$ cat src/hw/rtl/pal_pkg.sv
package pal_pkg;

    // List geometry
    localparam int CAPACITY = 8;
    localparam int IDX_W    = $clog2(CAPACITY);
    localparam int CNT_W    = $clog2(CAPACITY + 1);
    localparam int POS_W    = 3;
    localparam int CMP_W    = (CNT_W > POS_W) ? CNT_W : POS_W;

    // Request codes
    localparam logic [2:0] REQ_CLEAR     = 3'd0;
    localparam logic [2:0] REQ_APPEND    = 3'd1;
    localparam logic [2:0] REQ_INS_FIRST = 3'd2;
    localparam logic [2:0] REQ_INS_AT    = 3'd3;
    localparam logic [2:0] REQ_REMOVE_AT = 3'd4;
    localparam logic [2:0] REQ_SEARCH    = 3'd5;

    // Status codes
    localparam logic [1:0] STAT_OK   = 2'd0;
    localparam logic [1:0] STAT_FULL = 2'd1;
    localparam logic [1:0] STAT_BAD  = 2'd2;

    typedef struct packed {
        logic [2:0]       req_type;
        logic [15:0]      item_code;
        logic [7:0]       item_age;
        logic [POS_W-1:0] position;
    } pal_req_t;

    typedef struct packed {
        logic [1:0]  status;
        logic        found;
        logic [15:0] removed_code;
        logic [7:0]  removed_age;
        logic [3:0]  entry_count;
        logic        is_empty;
    } pal_rsp_t;

    // Commands from the controller to the datapath
    typedef struct packed {
        logic load;
        logic exec;
    } pal_cmd_t;

    typedef enum logic [1:0] {
        ST_IDLE,
        ST_EXEC,
        ST_REPORT
    } pal_state_t;

endpackage

$ cat src/hw/rtl/pal_ctrl.sv
module pal_ctrl (
    input  logic              clk,
    input  logic              rst_n,
    input  logic              start,
    output logic              busy,
    output logic              done,
    output pal_pkg::pal_cmd_t cmd
);
    import pal_pkg::*;

    pal_state_t state_reg;
    pal_state_t state_next;

    // Hold state
    always_ff @(posedge clk or negedge rst_n)
    begin
        if (!rst_n)
        begin
            state_reg <= ST_IDLE;
        end
        else
        begin
            state_reg <= state_next;
        end
    end

    // Advance state
    always_comb
    begin
        state_next = state_reg;
        unique case (state_reg)
            ST_IDLE:
            begin
                if (start)
                begin
                    state_next = ST_EXEC;
                end
            end
            ST_EXEC:
            begin
                state_next = ST_REPORT;
            end
            ST_REPORT:
            begin
                state_next = start ? ST_EXEC : ST_IDLE;
            end
            default:
            begin
                state_next = ST_IDLE;
            end
        endcase
    end

    // Drive handshake and datapath commands
    always_comb
    begin
        busy     = 1'b0;
        done     = 1'b0;
        cmd.exec = 1'b0;
        unique case (state_reg)
            ST_IDLE:
            begin
                busy = 1'b0;
            end
            ST_EXEC:
            begin
                busy     = 1'b1;
                cmd.exec = 1'b1;
            end
            ST_REPORT:
            begin
                done = 1'b1;
            end
            default:
            begin
                busy = 1'b0;
            end
        endcase
        cmd.load = start && !busy;
    end

`ifndef SYNTHESIS
    a_done_after_exec: assert property (@(posedge clk) disable iff (!rst_n)
        done |-> $past(cmd.exec))
        else $error("result strobe without a preceding execute cycle");

    a_exec_then_done: assert property (@(posedge clk) disable iff (!rst_n)
        cmd.exec |=> done)
        else $error("execute cycle not followed by a result strobe");

    a_load_not_exec: assert property (@(posedge clk) disable iff (!rst_n)
        cmd.load |-> !cmd.exec)
        else $error("new transaction loaded during execution");
`endif

endmodule

$ cat src/hw/rtl/pal_datapath.sv
module pal_datapath (
    input  logic              clk,
    input  logic              rst_n,
    input  pal_pkg::pal_cmd_t cmd,
    input  pal_pkg::pal_req_t req,
    output pal_pkg::pal_rsp_t rsp
);
    import pal_pkg::*;

    pal_req_t         req_reg;
    pal_rsp_t         rsp_reg;
    pal_rsp_t         rsp_next;
    logic [15:0]      codes_reg [CAPACITY];
    logic [15:0]      codes_next [CAPACITY];
    logic [7:0]       ages_reg [CAPACITY];
    logic [7:0]       ages_next [CAPACITY];
    logic [CNT_W-1:0] fill_reg;
    logic [CNT_W-1:0] fill_next;
    logic [CMP_W-1:0] fill_ext;
    logic [CMP_W-1:0] pos_ext;
    logic [CMP_W-1:0] ins_idx;
    logic [CMP_W+3:0] cnt_ext;
    logic [IDX_W-1:0] rd_idx;
    logic             full;
    logic             ins_en;
    logic             rem_en;

    assign fill_ext = CMP_W'(fill_reg);
    assign pos_ext  = CMP_W'(req_reg.position);
    assign rd_idx   = pos_ext[IDX_W-1:0];
    assign full     = (fill_ext >= CMP_W'(CAPACITY));

    // Decode the request and work out the new count and result
    always_comb
    begin
        fill_next = fill_reg;
        ins_en    = 1'b0;
        rem_en    = 1'b0;
        ins_idx   = '0;
        rsp_next  = '0;
        rsp_next.status = STAT_OK;
        unique case (req_reg.req_type)
            REQ_CLEAR:
            begin
                fill_next = '0;
            end
            REQ_APPEND, REQ_INS_FIRST, REQ_INS_AT:
            begin
                if (full)
                begin
                    rsp_next.status = STAT_FULL;
                end
                else if (req_reg.req_type == REQ_INS_AT && pos_ext > fill_ext)
                begin
                    rsp_next.status = STAT_BAD;
                end
                else
                begin
                    ins_en    = 1'b1;
                    fill_next = CNT_W'(fill_reg + 1'b1);
                    if (req_reg.req_type == REQ_APPEND)
                    begin
                        ins_idx = fill_ext;
                    end
                    else if (req_reg.req_type == REQ_INS_AT)
                    begin
                        ins_idx = pos_ext;
                    end
                end
            end
            REQ_REMOVE_AT:
            begin
                if (pos_ext >= fill_ext)
                begin
                    rsp_next.status = STAT_BAD;
                end
                else
                begin
                    rem_en                = 1'b1;
                    fill_next             = CNT_W'(fill_reg - 1'b1);
                    rsp_next.removed_code = codes_reg[rd_idx];
                    rsp_next.removed_age  = ages_reg[rd_idx];
                end
            end
            REQ_SEARCH:
            begin
                if (fill_reg == '0)
                begin
                    rsp_next.status = STAT_BAD;
                end
                else
                begin
                    for (int k = 0; k < CAPACITY; k++)
                    begin
                        if (CMP_W'(k) < fill_ext && codes_reg[k] == req_reg.item_code)
                        begin
                            rsp_next.found = 1'b1;
                        end
                    end
                end
            end
            default:
            begin
                fill_next = fill_reg;
            end
        endcase
        cnt_ext              = (CMP_W + 4)'(fill_next);
        rsp_next.entry_count = cnt_ext[3:0];
        rsp_next.is_empty    = (fill_next == '0);
    end

    // Shift the entry cells up on insert, writing the new entry, and down on remove
    always_comb
    begin
        for (int k = 0; k < CAPACITY; k++)
        begin
            codes_next[k] = codes_reg[k];
            ages_next[k]  = ages_reg[k];
            if (ins_en)
            begin
                if (CMP_W'(k) == ins_idx)
                begin
                    codes_next[k] = req_reg.item_code;
                    ages_next[k]  = req_reg.item_age;
                end
                else if (k != 0 && CMP_W'(k) > ins_idx)
                begin
                    codes_next[k] = codes_reg[(k == 0) ? 0 : k - 1];
                    ages_next[k]  = ages_reg[(k == 0) ? 0 : k - 1];
                end
            end
            else if (rem_en)
            begin
                if (k < CAPACITY - 1 && CMP_W'(k) >= pos_ext)
                begin
                    codes_next[k] = codes_reg[(k < CAPACITY - 1) ? k + 1 : k];
                    ages_next[k]  = ages_reg[(k < CAPACITY - 1) ? k + 1 : k];
                end
            end
        end
    end

    // Hold the count
    always_ff @(posedge clk or negedge rst_n)
    begin
        if (!rst_n)
        begin
            fill_reg <= '0;
        end
        else if (cmd.exec)
        begin
            fill_reg <= fill_next;
        end
    end

    // Capture the transaction, update cells and the result
    always_ff @(posedge clk)
    begin
        if (cmd.load)
        begin
            req_reg <= req;
        end
        if (cmd.exec)
        begin
            rsp_reg   <= rsp_next;
            codes_reg <= codes_next;
            ages_reg  <= ages_next;
        end
    end

    assign rsp = rsp_reg;

`ifndef SYNTHESIS
    a_fill_bounded: assert property (@(posedge clk) disable iff (!rst_n)
        fill_ext <= CMP_W'(CAPACITY))
        else $error("entry count beyond capacity");

    a_fill_held: assert property (@(posedge clk) disable iff (!rst_n)
        !cmd.exec |=> $stable(fill_reg))
        else $error("entry count changed outside execution");

    a_empty_flag: assert property (@(posedge clk) disable iff (!rst_n)
        cmd.exec |=> (rsp_reg.is_empty == (fill_reg == '0)))
        else $error("empty flag disagrees with entry count");

    a_full_no_change: assert property (@(posedge clk) disable iff (!rst_n)
        cmd.exec && rsp_next.status == STAT_FULL |=> $stable(fill_reg))
        else $error("entry count changed on a full list");
`endif

endmodule

$ cat src/hw/rtl/positional_array_list.sv
// Channel  | Handshake                  | Payload
// ---------+----------------------------+-------------------------
// request  | start in, busy out         | req  (pal_req_t)
// result   | done out, one-cycle strobe | rsp  (pal_rsp_t)
//
// A request is taken when start is high and busy is low; its result is registered
// at the end of the execute step and shown on rsp with done high for one cycle.
// Each request passes a load step, then an execute step (busy high, no new request
// taken) in which all entry cells shift and compare in parallel.
// A new request may be taken in the cycle that shows the previous result.
// Reset clears the entry count only; stored entries are undefined until written.
// The receiver cannot stall: each result must be taken in its strobe cycle.
module positional_array_list (
    input  logic              clk,
    input  logic              rst_n,
    input  logic              start,
    output logic              busy,
    input  pal_pkg::pal_req_t req,
    output logic              done,
    output pal_pkg::pal_rsp_t rsp
);
    import pal_pkg::*;

    pal_cmd_t cmd;

    // Sequence each transaction
    pal_ctrl u_ctrl (
        .clk   (clk),
        .rst_n (rst_n),
        .start (start),
        .busy  (busy),
        .done  (done),
        .cmd   (cmd)
    );

    // Hold the list and compute results
    pal_datapath u_datapath (
        .clk   (clk),
        .rst_n (rst_n),
        .cmd   (cmd),
        .req   (req),
        .rsp   (rsp)
    );

endmodule
$ cat config.mk
export PLATFORM = sky130hd
export DESIGN_NAME = positional_array_list
export DESIGN_NICKNAME = d
export VERILOG_FILES = /design/src/hw/rtl/pal_pkg.sv /design/src/hw/rtl/pal_ctrl.sv /design/src/hw/rtl/pal_datapath.sv /design/src/hw/rtl/positional_array_list.sv
export SDC_FILE = /design/constraint.sdc
export NUM_CORES = 1
export LEC_CHECK = 0
export ABC_AREA = 1
export BUFFER_PORTS_ARGS = -buffer_cell sky130_fd_sc_hd__buf_4
export CORE_ASPECT_RATIO = 1.75
export CORE_MARGIN = 5
export CORE_UTILIZATION = 50
export DETAILED_ROUTE_END_ITERATION = 6
export GPL_TIMING_DRIVEN = 0
export PLACE_DENSITY = 0.67
export SYNTH_ARGS = -nofsm -noshare
export SYNTH_HDL_FRONTEND = slang
export SYNTH_SLANG_ARGS = --single-unit
export TNS_END_PERCENT = 5
$ cat constraint.sdc
create_clock -name clk -period 7.3 [get_ports clk]
set_input_delay 0 -clock clk [delete_from_list [all_inputs] [get_ports clk]]
set_output_delay 0 -clock clk [all_outputs]
set_load 0.005 [all_outputs]
==> flow_metrics.py, run 1 <==
metrics = {
    "final_layout": {
        "area_delta_synth_final_pct": 16.5,
        "largest_reg_flops": 128,
        "layout-drive-gt1-share": 0.0885,
        "fin_nets": 2245,
        "fin_cells": 2624,
    },
    "routing": {
        "vias": 16900,
        "drc_errors": 6,
        "drt-initial-drc-count": 2567,
        "viasPerCell": 6.43,
        "wl_per_cell_um": 29.9,
        "routed_wl_um": 78400,
        "final_antenna_net_count": 0,
        "dr.pass1.iters": 7,
    },
    "run_status": {
        "violations": "DRC, capacitance limit, slew limit",
        "status": "finished, violations left",
    },
    "clocking": {
        "clkSlewWorstSetupHoldPaths_ns": 0.06,
        "clock_latency_ns": 0.60,
        "cts_resized": 0,
        "root_buffer": "clkbuf_16",
        "post_cts_buffers": 0,
        "numClockSinks": 260,
        "hold_buffers": 33,
        "cts_tree": "yes",
        "htree_levels": 1,
        "clk_path_buf_depth": 3,
        "cts_buffers": 27,
    },
    "worst_setup_path": {
        "path_max_fanout": 18,
        "path_class": "reg2reg",
        "cp-start-kind": "flip-flop",
        "cp-end-kind": "flip-flop",
        "arrival_ns": 5.38,
        "critical-path-max-stage-delay_ns": 0.71,
        "worstPathCellList": "inv_1, clkbuf_1, clkbuf_1, ha_1, inv_1, nand2_1, nand2_1, nand2_1, nand2_1, nand2_2, nand2_2, clkbuf_1, nor2_4, buf_16, inv_1, a21oi_4, buf_12",
        "r2r-start": "u_datapath.rd_idx[0]",
        "startpoint": "u_datapath.rd_idx[0]",
        "worstPathRequired_ns": 7.57,
        "cpMaxStageDelayCell": "clkbuf_1",
        "timing.critical_path.mode_cell": "nand2_1",
    },
    "synth": {
        "netlist_area_um2": 15900,
        "yosys-mux-area-fraction": 0,
        "synthCells": 2062,
        "synth-seq-cells": 260,
        "ys_seq_area_frac": 0.489,
        "avgSynthCellArea_um2": 7.72,
        "synth_nets": 2102,
        "ys_dominant_reg_cell": "edfxtp_1",
        "synth_compound_gate_area_share": 0.150,
        "yosysWarnings": 0,
        "synth-edff-count": 254,
        "synth.most_common_cell": "nand2_1",
        "async_flop_share": 0.0231,
        "yosysUniqueCellTypes": 32,
        "yosys.area.top_type": "edfxtp_1",
        "synth_top_cell_area_share": 0.479,
        "synth_top_family_by_area": "simple AND/OR/NAND/NOR gates",
        "synth_area_leaders": "edfxtp_1 48%, nand2_1 15%, a21oi_1 6.2%",
        "synth_xor_area_frac": 0.0314,
        "synth-simple-area-share": 0.247,
        "synthAdderAreaFrac": 0.00550,
        "synth_common_cells": "616 x nand2_1, 254 x edfxtp_1, 197 x nor2_1",
    },
    "global_route": {
        "grt_overflow": 0,
        "grt_usage": 0.435,
        "grt_max_degree": 31,
        "grt_pass1_wl_um": 110000,
        "grt_antenna_before_repair": 3,
        "grt_pass1_vias": 16200,
    },
    "power": {
        "leakagePower_nw": 7.78,
        "p_per_area_nw_per_um2": 336,
        "irDropWorstVdd_mv": 0.336,
    },
    "placement": {
        "pre_cts_ws_ns": 2.41,
        "gp_congestion": 1.06,
        "detailed_place_hpwl_um": 55400,
        "io_buffers": 66,
        "dp_cells": 2539,
    },
    "sta": {
        "tightest_slew_ns": 1.60,
        "fin_crit_ns": 5.11,
        "slew_headroom": -0.0644,
        "rsz0062_at_grt": "false",
        "drv_slew": 11,
        "final-setup-viol-count": 0,
        "finalCritPeriodShare": 0.700,
        "worst_slack_ns": 2.19,
        "hold_viol": 0,
        "fmax_mhz": 196,
        "clock_skew_ns": 0.0211,
    },
    "flow_run": {
        "drv_cap": 1,
    },
    "floorplanning": {
        "initial_core_util": 0.505,
        "core.rowCount": 86,
        "ios": 67,
        "die_w_um": 145,
        "die_h_um": 246,
        "dieArea_um2": 35600,
        "core_um2": 31500,
    },
    "min_path": {
        "min-delay-start": "req[29]",
        "hp-class": "in2reg",
    },
}
report_power, final:
| part | switching, mW | internal (mW) | leakage [nW] |
|---|---|---|---|
| clock | 0.655 | 0.847 | 0.443 |
| combinational | 1.81 | 0.676 | 4.92 |
| sequential | 0.190 | 2.05 | 2.42 |
| total | 2.65 | 3.58 | 7.78 |
stage by stage:
step	area, µm²	hold slack, ns	util	power [mW]	setup TNS (ns)
after floorplan	15900	-0.296	-	3.48	0
after global placement	16900	-0.179	0.536	4.49	-222.84
after detailed placement	17300	-0.177	0.548	4.61	0
after CTS	18500	0.136	0.588	6.10	0
after global routing	18500	0.152	0.588	6.39	0
final	18500	0.130	0.588	6.23	0
layout by cell type, fill, tap and decap left out, types with 6 or more instances in the layout:
cell and n:
buf_16 6, a31oi_1 11, inv_2 6, dfrtp_1 6, ha_1 7, clkbuf_1 66, nor2_1 193, buf_4 72
xor2_1 34, edfxtp_1 254, clkinv_1 12, nand4_1 10, o22ai_1 49, buf_2 34, buf_1 24, nor2_4 6
o21ai_0 167, nand2_1 616, inv_1 170, o21a_1 8, a21oi_1 192, xnor2_1 23, clkinv_2 6, nand3_1 132
o211ai_1 13, dlygate4sd3_1 33, clkbuf_16 27
area by class of cell:
cell class / instances / area (µm²)
Timing Repair Buffer: 114 / 1120
Inverter: 185 / 694
Clock inverter: 16 / 184
Multi-Input combinational cell: 1489 / 6980
Fill cell: 3000 / 13000
Clock buffer: 33 / 728
Antenna cell: 3 / 7.51
Sequential cell: 260 / 7780
Buffer: 128 / 553
Tap cell: 396 / 495
routing by layer:
| metal | up-vias | share of wire | GRT usage |
|---|---|---|---|
| met5 | - | 0.00073 | 0 |
| met4 | 4 | 0.11 | 0.379 |
| met3 | 462 | 0.11 | 0.0833 |
| met2 | 1418 | 0.45 | 0.673 |
| met1 | 7829 | 0.33 | 0.505 |
| li1 | 7167 | - | - |
critical path: cells and delay by family (launching register included):
kind                       cells  cell delay, ns
DFF                            1            0.46
AOI/OAI and AO/OA              1            0.36
adders and majority gates      1            0.26
and+or+nand+nor                7            1.29
buffers and inverters          8            2.38
kinds of logic after synthesis:
family / Yosys count
compound gates: 449
xor+xnor: 57
fa+ha+maj: 7
buf+inv: 313
flops: 260
simple gates: 976
path summary, 6_finish.rpt:
| path | end | slack [ns] | cells after the start |
|---|---|---|---|
| worst max-delay path | u_datapath.ages_reg[48] | 2.19 | 17 |
| worst min-delay path | u_datapath.req_reg[29] | 0.13 | 2 |
| worst max register to register | u_datapath.ages_reg[48] | 2.19 | 17 |
| worst min register to register | u_ctrl.state_reg[1] | 0.55 | 1 |
| max in group asynchronous | u_ctrl.state_reg[0] | 6.64 | 3 |
| min in group asynchronous | u_datapath.fill_ext[2] | 0.40 | 3 |
(Power assumes the default switching activity.)
==> run 2, diff against run 1 <==
--- a/config.mk
+++ b/config.mk
@@ -5,7 +5,7 @@
 export SDC_FILE = /design/constraint.sdc
 export NUM_CORES = 1
 export LEC_CHECK = 0
-export ABC_AREA = 1
+export ABC_AREA = 0
 export BUFFER_PORTS_ARGS = -buffer_cell sky130_fd_sc_hd__buf_4
 export CORE_ASPECT_RATIO = 1.75
 export CORE_MARGIN = 5
==> constraint.sdc (replaced) <==
create_clock -name clk -period 5.3 [get_ports clk]
set_input_delay 0 -clock clk [delete_from_list [all_inputs] [get_ports clk]]
set_output_delay 0 -clock clk [all_outputs]
set_load 0.005 [all_outputs]
==> run 2 against run 1 <==
Against the previous run: the flow now finishes without violations; maximum frequency up 4.2%; worst hold slack improved by 0.029 ns; final cell count down 27%; synthesized area shrank 4.8%; final area is 5.2% lower; combinational power fell by 23%; clock skew down 0.0042 ns; clock power rose by 25%; via count decreased by 25%; largest cell class unchanged.
==> flow_metrics.py, run 2 <==
metrics = {
    "run_status": {
        "status": "completed",
    },
    "synth": {
        "yosysWarnings": 0,
        "synth-edff-count": 254,
        "ys_dominant_reg_cell": "edfxtp_1",
        "async_flop_share": 0.0231,
        "synth_top_cell_area_share": 0.503,
        "synthCells": 1365,
        "synth_common_cells": "254 x edfxtp_1, 227 x nand2_1, 120 x a21oi_1",
        "yosysUniqueCellTypes": 54,
        "ys_seq_area_frac": 0.513,
        "yosys.area.top_type": "edfxtp_1",
        "synth-seq-cells": 260,
        "synth_area_leaders": "edfxtp_1 50%, mux4_2 7.1%, mux2i_1 6.4%",
        "synth.most_common_cell": "edfxtp_1",
        "netlist_area_um2": 15200,
        "synth_nets": 1405,
        "avgSynthCellArea_um2": 11.1,
    },
    "floorplanning": {
        "dieArea_um2": 34000,
        "die_w_um": 142,
        "ios": 67,
        "core.rowCount": 84,
        "core_um2": 30000,
        "initial_core_util": 0.506,
        "die_h_um": 240,
    },
    "final_layout": {
        "seq_area_um2": 7780,
        "layout-drive-gt1-share": 0.155,
        "fin_nets": 1548,
        "final_common_cell": "edfxtp_1",
        "area_delta_synth_final_pct": 16.0,
        "nFillCells": 2547,
        "antenna_cells": 0,
        "layout_common_cells": "254 x edfxtp_1, 227 x nand2_1, 119 x a21oi_1",
        "utilization": 0.587,
        "multi_input_area_um2": 6890,
        "design_area_um2": 17600,
        "largest_reg_flops": 128,
    },
    "min_path": {
        "hp-class": "in2reg",
        "holdPathStages": 2,
    },
    "power": {
        "seq_power_share": 0.414,
        "switching_share": 0.351,
        "p_per_area_nw_per_um2": 367,
        "clock_power_share": 0.292,
        "irDropWorstVdd_mv": 0.270,
        "finalPower_mw": 6.45,
        "switchingPower_mw": 2.27,
        "comb_power_share": 0.294,
        "leakagePower_nw": 6.72,
        "intPower_mw": 4.19,
    },
    "sta": {
        "hold_viol": 0,
        "holdWs_ns": 0.159,
        "tightest_slew_ns": 1.31,
        "final-setup-viol-count": 0,
        "slew_headroom": 0.127,
        "fmax_mhz": 204,
        "rsz0062_at_grt": "false",
        "fin_crit_ns": 4.91,
        "clock_skew_ns": 0.0169,
        "finalCritPeriodShare": 0.926,
        "drv_slew": 0,
        "timing.setup.tns_ns": 0,
    },
    "routing": {
        "dr.pass1.iters": 7,
        "vias": 12600,
        "routed_wl_um": 60000,
        "drc_errors": 0,
        "drt-initial-drc-count": 1931,
        "wl_per_cell_um": 31.3,
        "final_antenna_net_count": 0,
        "viasPerCell": 6.57,
    },
    "clocking": {
        "htree_levels": 1,
        "hold_buffers": 33,
        "cts_tree": "yes",
        "root_buffer": "clkbuf_16",
        "clkSlewWorstSetupHoldPaths_ns": 0.07,
        "numClockSinks": 260,
        "clock_latency_ns": 0.56,
        "clk_path_buf_depth": 3,
        "cts_buffers": 27,
        "post_cts_buffers": 0,
        "cts_resized": 0,
    },
    "global_route": {
        "grt_pass1_wl_um": 84700,
        "grt_pass1_vias": 12400,
        "grt_antenna_before_repair": 0,
        "grt_overflow": 0,
        "grt_usage": 0.347,
        "grt_max_degree": 25,
    },
    "placement": {
        "detailed_place_hpwl_um": 42900,
        "placed_area_um2": 16400,
        "io_buffers": 66,
        "gp_congestion": 1.13,
    },
    "worst_setup_path": {
        "path_max_fanout": 10,
        "cp-end-kind": "flip-flop",
        "r2r_cells": 13,
        "worstPathRequired_ns": 5.56,
        "arrival_ns": 5.17,
        "cp-start-kind": "flip-flop",
        "r2r_slack_ns": 0.39,
        "path_class": "reg2reg",
    },
    "flow_run": {
        "drv_cap": 0,
    },
}
==> run 2: final timing paths <==
| path | startpoint | endpoint |
|---|---|---|
| max | u_datapath.rd_idx[0] | u_datapath.codes_reg[110] |
| min | req[13] | u_datapath.req_reg[13] |
| max reg2reg | u_datapath.rd_idx[0] | u_datapath.codes_reg[110] |
| min reg2reg | u_ctrl.state_reg[0] | u_ctrl.state_reg[0] |
| max in group asynchronous | rst_n | u_datapath.fill_ext[3] |
| min in group asynchronous | rst_n | u_ctrl.state_reg[1] |
==> run 2: worst max-delay path, cell delays in order (launching register included) <==
cell and delay (ns):
edfxtp_1 0.31, buf_2 0.28, buf_1 0.76, inv_1 0.11
ha_1 0.33, nand4_1 0.16, o2111ai_2 0.16, and3_1 0.18
clkbuf_1 0.38, clkbuf_1 0.63, a21oi_1 0.18, nor3_2 0.71
buf_6 0.25, buf_6 0.18
==> run 2: power by group through the flow <==
stage | Combinational [mW] | Sequential, mW | Clock (mW)
final | 1.90 | 2.67 | 1.88
after global routing | 1.97 | 2.69 | 1.97
after CTS | 1.83 | 2.67 | 1.90
after detailed placement | 1.80 | 2.71 | 0
after global placement | 1.73 | 2.72 | 0
after floorplan | 1.07 | 2.66 | 0
==> run 2: cells by family after synthesis <==
kind of cell               after synthesis  synth area share
buffers and inverters                  131            0.0360
xor gates and xnor gates               128            0.0740
and+or+nand+nor                        424             0.121
muxes                                  174             0.162
AOI/OAI and AO/OA                      241            0.0883
adders and majority gates                7           0.00578
DFF                                    260             0.513
==> run 2: stage by stage <==
| stage | setup slack, ns | instances |
|---|---|---|
| after floorplan | 0.738 | 1365 |
| after global placement | -2.83 | 1818 |
| after detailed placement | 0.466 | 1833 |
| after CTS | 0.444 | 1915 |
| after global routing | 0.163 | 1915 |
| final | 0.391 | 1915 |
==> run 2: layout make-up <==
class                      count  share of cell area
buffer                       123              0.0293
clock buffer                  37              0.0411
clock inverter                12             0.00655
inverter                       8             0.00171
multi-input combinational    974               0.392
sequential                   260               0.442
tap                          387              0.0275
timing repair buffer         114              0.0594
==> run 2: per-layer routing <==
metal	routed length (µm)	track usage	vias to the layer above	share of wire
met4	6410	0.300	0	0.11
met2	28700	0.571	958	0.48
met3	5220	0.0466	305	0.087
li1	-	-	5265	-
met1	19700	0.393	6061	0.33
met5	0	0	-	0
==> run 3, diff against run 2 <==
--- a/config.mk
+++ b/config.mk
@@ -10,6 +10,7 @@
 export CORE_ASPECT_RATIO = 1.75
 export CORE_MARGIN = 5
 export CORE_UTILIZATION = 50
+export CTS_CLUSTER_SIZE = 8
 export DETAILED_ROUTE_END_ITERATION = 6
 export GPL_TIMING_DRIVEN = 0
 export PLACE_DENSITY = 0.67
==> constraint.sdc (replaced) <==
create_clock -name clk -period 5.9 [get_ports clk]
set_input_delay 0 -clock clk [delete_from_list [all_inputs] [get_ports clk]]
set_output_delay 0 -clock clk [all_outputs]
set_load 0.005 [all_outputs]
==> run 3 against run 2 <==
Against the previous run: via count increased by 0.52%; maximum frequency decreased by 0.63%; clock power increased by 9.6%; combinational power decreased by 10%; sequential share of layout area decreased by 0.60 points; register-to-register slack improved by 0.57 ns; final cell count increased by 0.26%; critical path type unchanged; utilization increased by 0.81 points; highest routed layer unchanged; worst hold slack improved by 0.014 ns; non-clock buffer count unchanged; global-route usage increased by 0.37 points.
==> flow_metrics.py, run 3 (same netlist as run 2, synthesis figures left out) <==
metrics = {
    "run_status": {
        "status": "completed",
    },
    "worst_setup_path": {
        "arrival_ns": 5.18,
        "worstPathRequired_ns": 6.14,
        "path_max_fanout": 10,
        "path_class": "reg2reg",
        "r2r-start": "u_datapath.rd_idx[0]",
        "cp-end-kind": "flip-flop",
        "startpoint": "u_datapath.rd_idx[0]",
        "cp-start-kind": "flip-flop",
    },
    "floorplanning": {
        "initial_core_util": 0.506,
        "core.rowCount": 84,
        "die_h_um": 240,
        "dieArea_um2": 34000,
        "die_w_um": 142,
        "core_um2": 30000,
        "ios": 67,
    },
    "clocking": {
        "numClockSinks": 260,
        "post_cts_buffers": 0,
        "cts_buffers": 38,
        "cts_tree": "yes",
        "htree_levels": 2,
        "clock_latency_ns": 0.55,
        "clkSlewWorstSetupHoldPaths_ns": 0.05,
        "clk_path_buf_depth": 3,
        "root_buffer": "clkbuf_16",
    },
    "sta": {
        "rsz0062_at_grt": "false",
        "holdWs_ns": 0.173,
        "fin_crit_ns": 4.94,
        "hold_viol": 0,
        "slew_headroom": 0.0918,
        "final-setup-viol-count": 0,
        "finalCritPeriodShare": 0.837,
        "fmax_mhz": 202,
        "clock_skew_ns": 0.0195,
        "drv_slew": 0,
        "tightest_slew_ns": 1.36,
    },
    "routing": {
        "wl_per_cell_um": 31.5,
        "drc_errors": 0,
        "vias": 12700,
        "dr.pass1.iters": 6,
        "drt-initial-drc-count": 1659,
        "viasPerCell": 6.59,
        "final_antenna_net_count": 0,
        "routed_wl_um": 60500,
    },
    "power": {
        "switching_share": 0.343,
        "intPower_mw": 4.06,
        "p_per_area_nw_per_um2": 347,
        "switchingPower_mw": 2.12,
        "clock_power_share": 0.333,
        "irDropWorstVdd_mv": 0.213,
        "leakagePower_nw": 6.83,
        "comb_power_share": 0.277,
        "seq_power_share": 0.390,
    },
    "global_route": {
        "grt_overflow": 0,
        "grt_pass1_vias": 12500,
        "grt_usage": 0.350,
        "grt_antenna_before_repair": 1,
        "grt_max_degree": 25,
        "grt_pass1_wl_um": 85400,
    },
    "min_path": {
        "min-delay-start": "req[20]",
        "hp-class": "in2reg",
    },
    "final_layout": {
        "layout-drive-gt1-share": 0.158,
        "antenna_cells": 0,
        "design_area_um2": 17800,
        "multi_input_area_um2": 6890,
        "seq_area_um2": 7780,
        "largest_reg_flops": 128,
        "final_common_cell": "edfxtp_1",
        "fin_nets": 1559,
        "layout_common_cells": "254 x edfxtp_1, 227 x nand2_1, 119 x a21oi_1",
        "area_delta_synth_final_pct": 17.6,
        "nFillCells": 2524,
    },
    "placement": {
        "gp_congestion": 1.13,
        "io_buffers": 66,
        "detailed_place_hpwl_um": 42900,
        "placed_area_um2": 16400,
    },
    "flow_run": {
        "drv_cap": 0,
    },
}
==> run 3: stage by stage <==
step                std cells  utilization  power [mW]  worst slack [ns]  setup TNS [ns]
detailed placement       1833        0.548        4.05              1.07               0
finish                   1920        0.595        6.18             0.959               0
global placement         1818        0.539        4.00             -2.23         -202.13
CTS                      1920        0.595        6.12              1.04               0
floorplan                1365            -        3.35              1.34               0
global route             1920        0.595        6.33             0.759               0
==> run 3: layer usage <==
layer / part of all wire / GRT usage / wire length, µm
met5: 0 / 0 / 0
met4: 0.11 / 0.307 / 6820
met3: 0.092 / 0.0659 / 5570
met2: 0.48 / 0.575 / 28800
met1: 0.32 / 0.384 / 19400
==> run 3: worst paths after layout <==
path                                      endpoint  slack [ns]  depth (start not counted)
max                        u_datapath.ages_reg[50]        0.96                         13
min                         u_datapath.req_reg[20]        0.17                          2
max reg2reg                u_datapath.ages_reg[50]        0.96                         13
min reg2reg                    u_ctrl.state_reg[0]        0.46                          1
max in group asynchronous   u_datapath.fill_ext[1]        5.14                          3
min in group asynchronous      u_ctrl.state_reg[1]        0.46                          3
==> run 3: power by group through the flow <==
stage               logic [mW]  registers, mW  clock network [mW]
floorplan                0.958           2.39                   0
global placement          1.56           2.44                   0
detailed placement        1.62           2.44                   0
CTS                       1.65           2.40                2.07
global route              1.77           2.42                2.14
finish                    1.71           2.41                2.06
==> run 3: worst max-delay path, stage by stage (launching register included) <==
cell       delay (ns)
edfxtp_1         0.31
buf_2            0.28
buf_1            0.76
inv_1            0.11
ha_1             0.33
nand4_1          0.16
o2111ai_2        0.16
and3_1           0.18
clkbuf_1         0.38
clkbuf_1         0.63
a21oi_1          0.18
nor3_2           0.72
buf_6            0.25
buf_6            0.18
==> run 3: cell type report <==
class,instances,area share
flip-flops and latches,260,0.436
inverters,8,0.00169
plain buffers,123,0.0289
repair buffers,114,0.0586
clock buffers,51,0.0573
clock inverters,3,0.00330
multi-input cells,974,0.387
well taps,387,0.0272
==> run 3: what timing repair did <==
| item | CTS | global route |
|---|---|---|
| endpoints found under the setup margin | 0 | 0 |
| hold buffers | 33 | 0 |
| endpoints found under the hold margin | 37 | 0 |
| resized for setup | 0 | 0 |
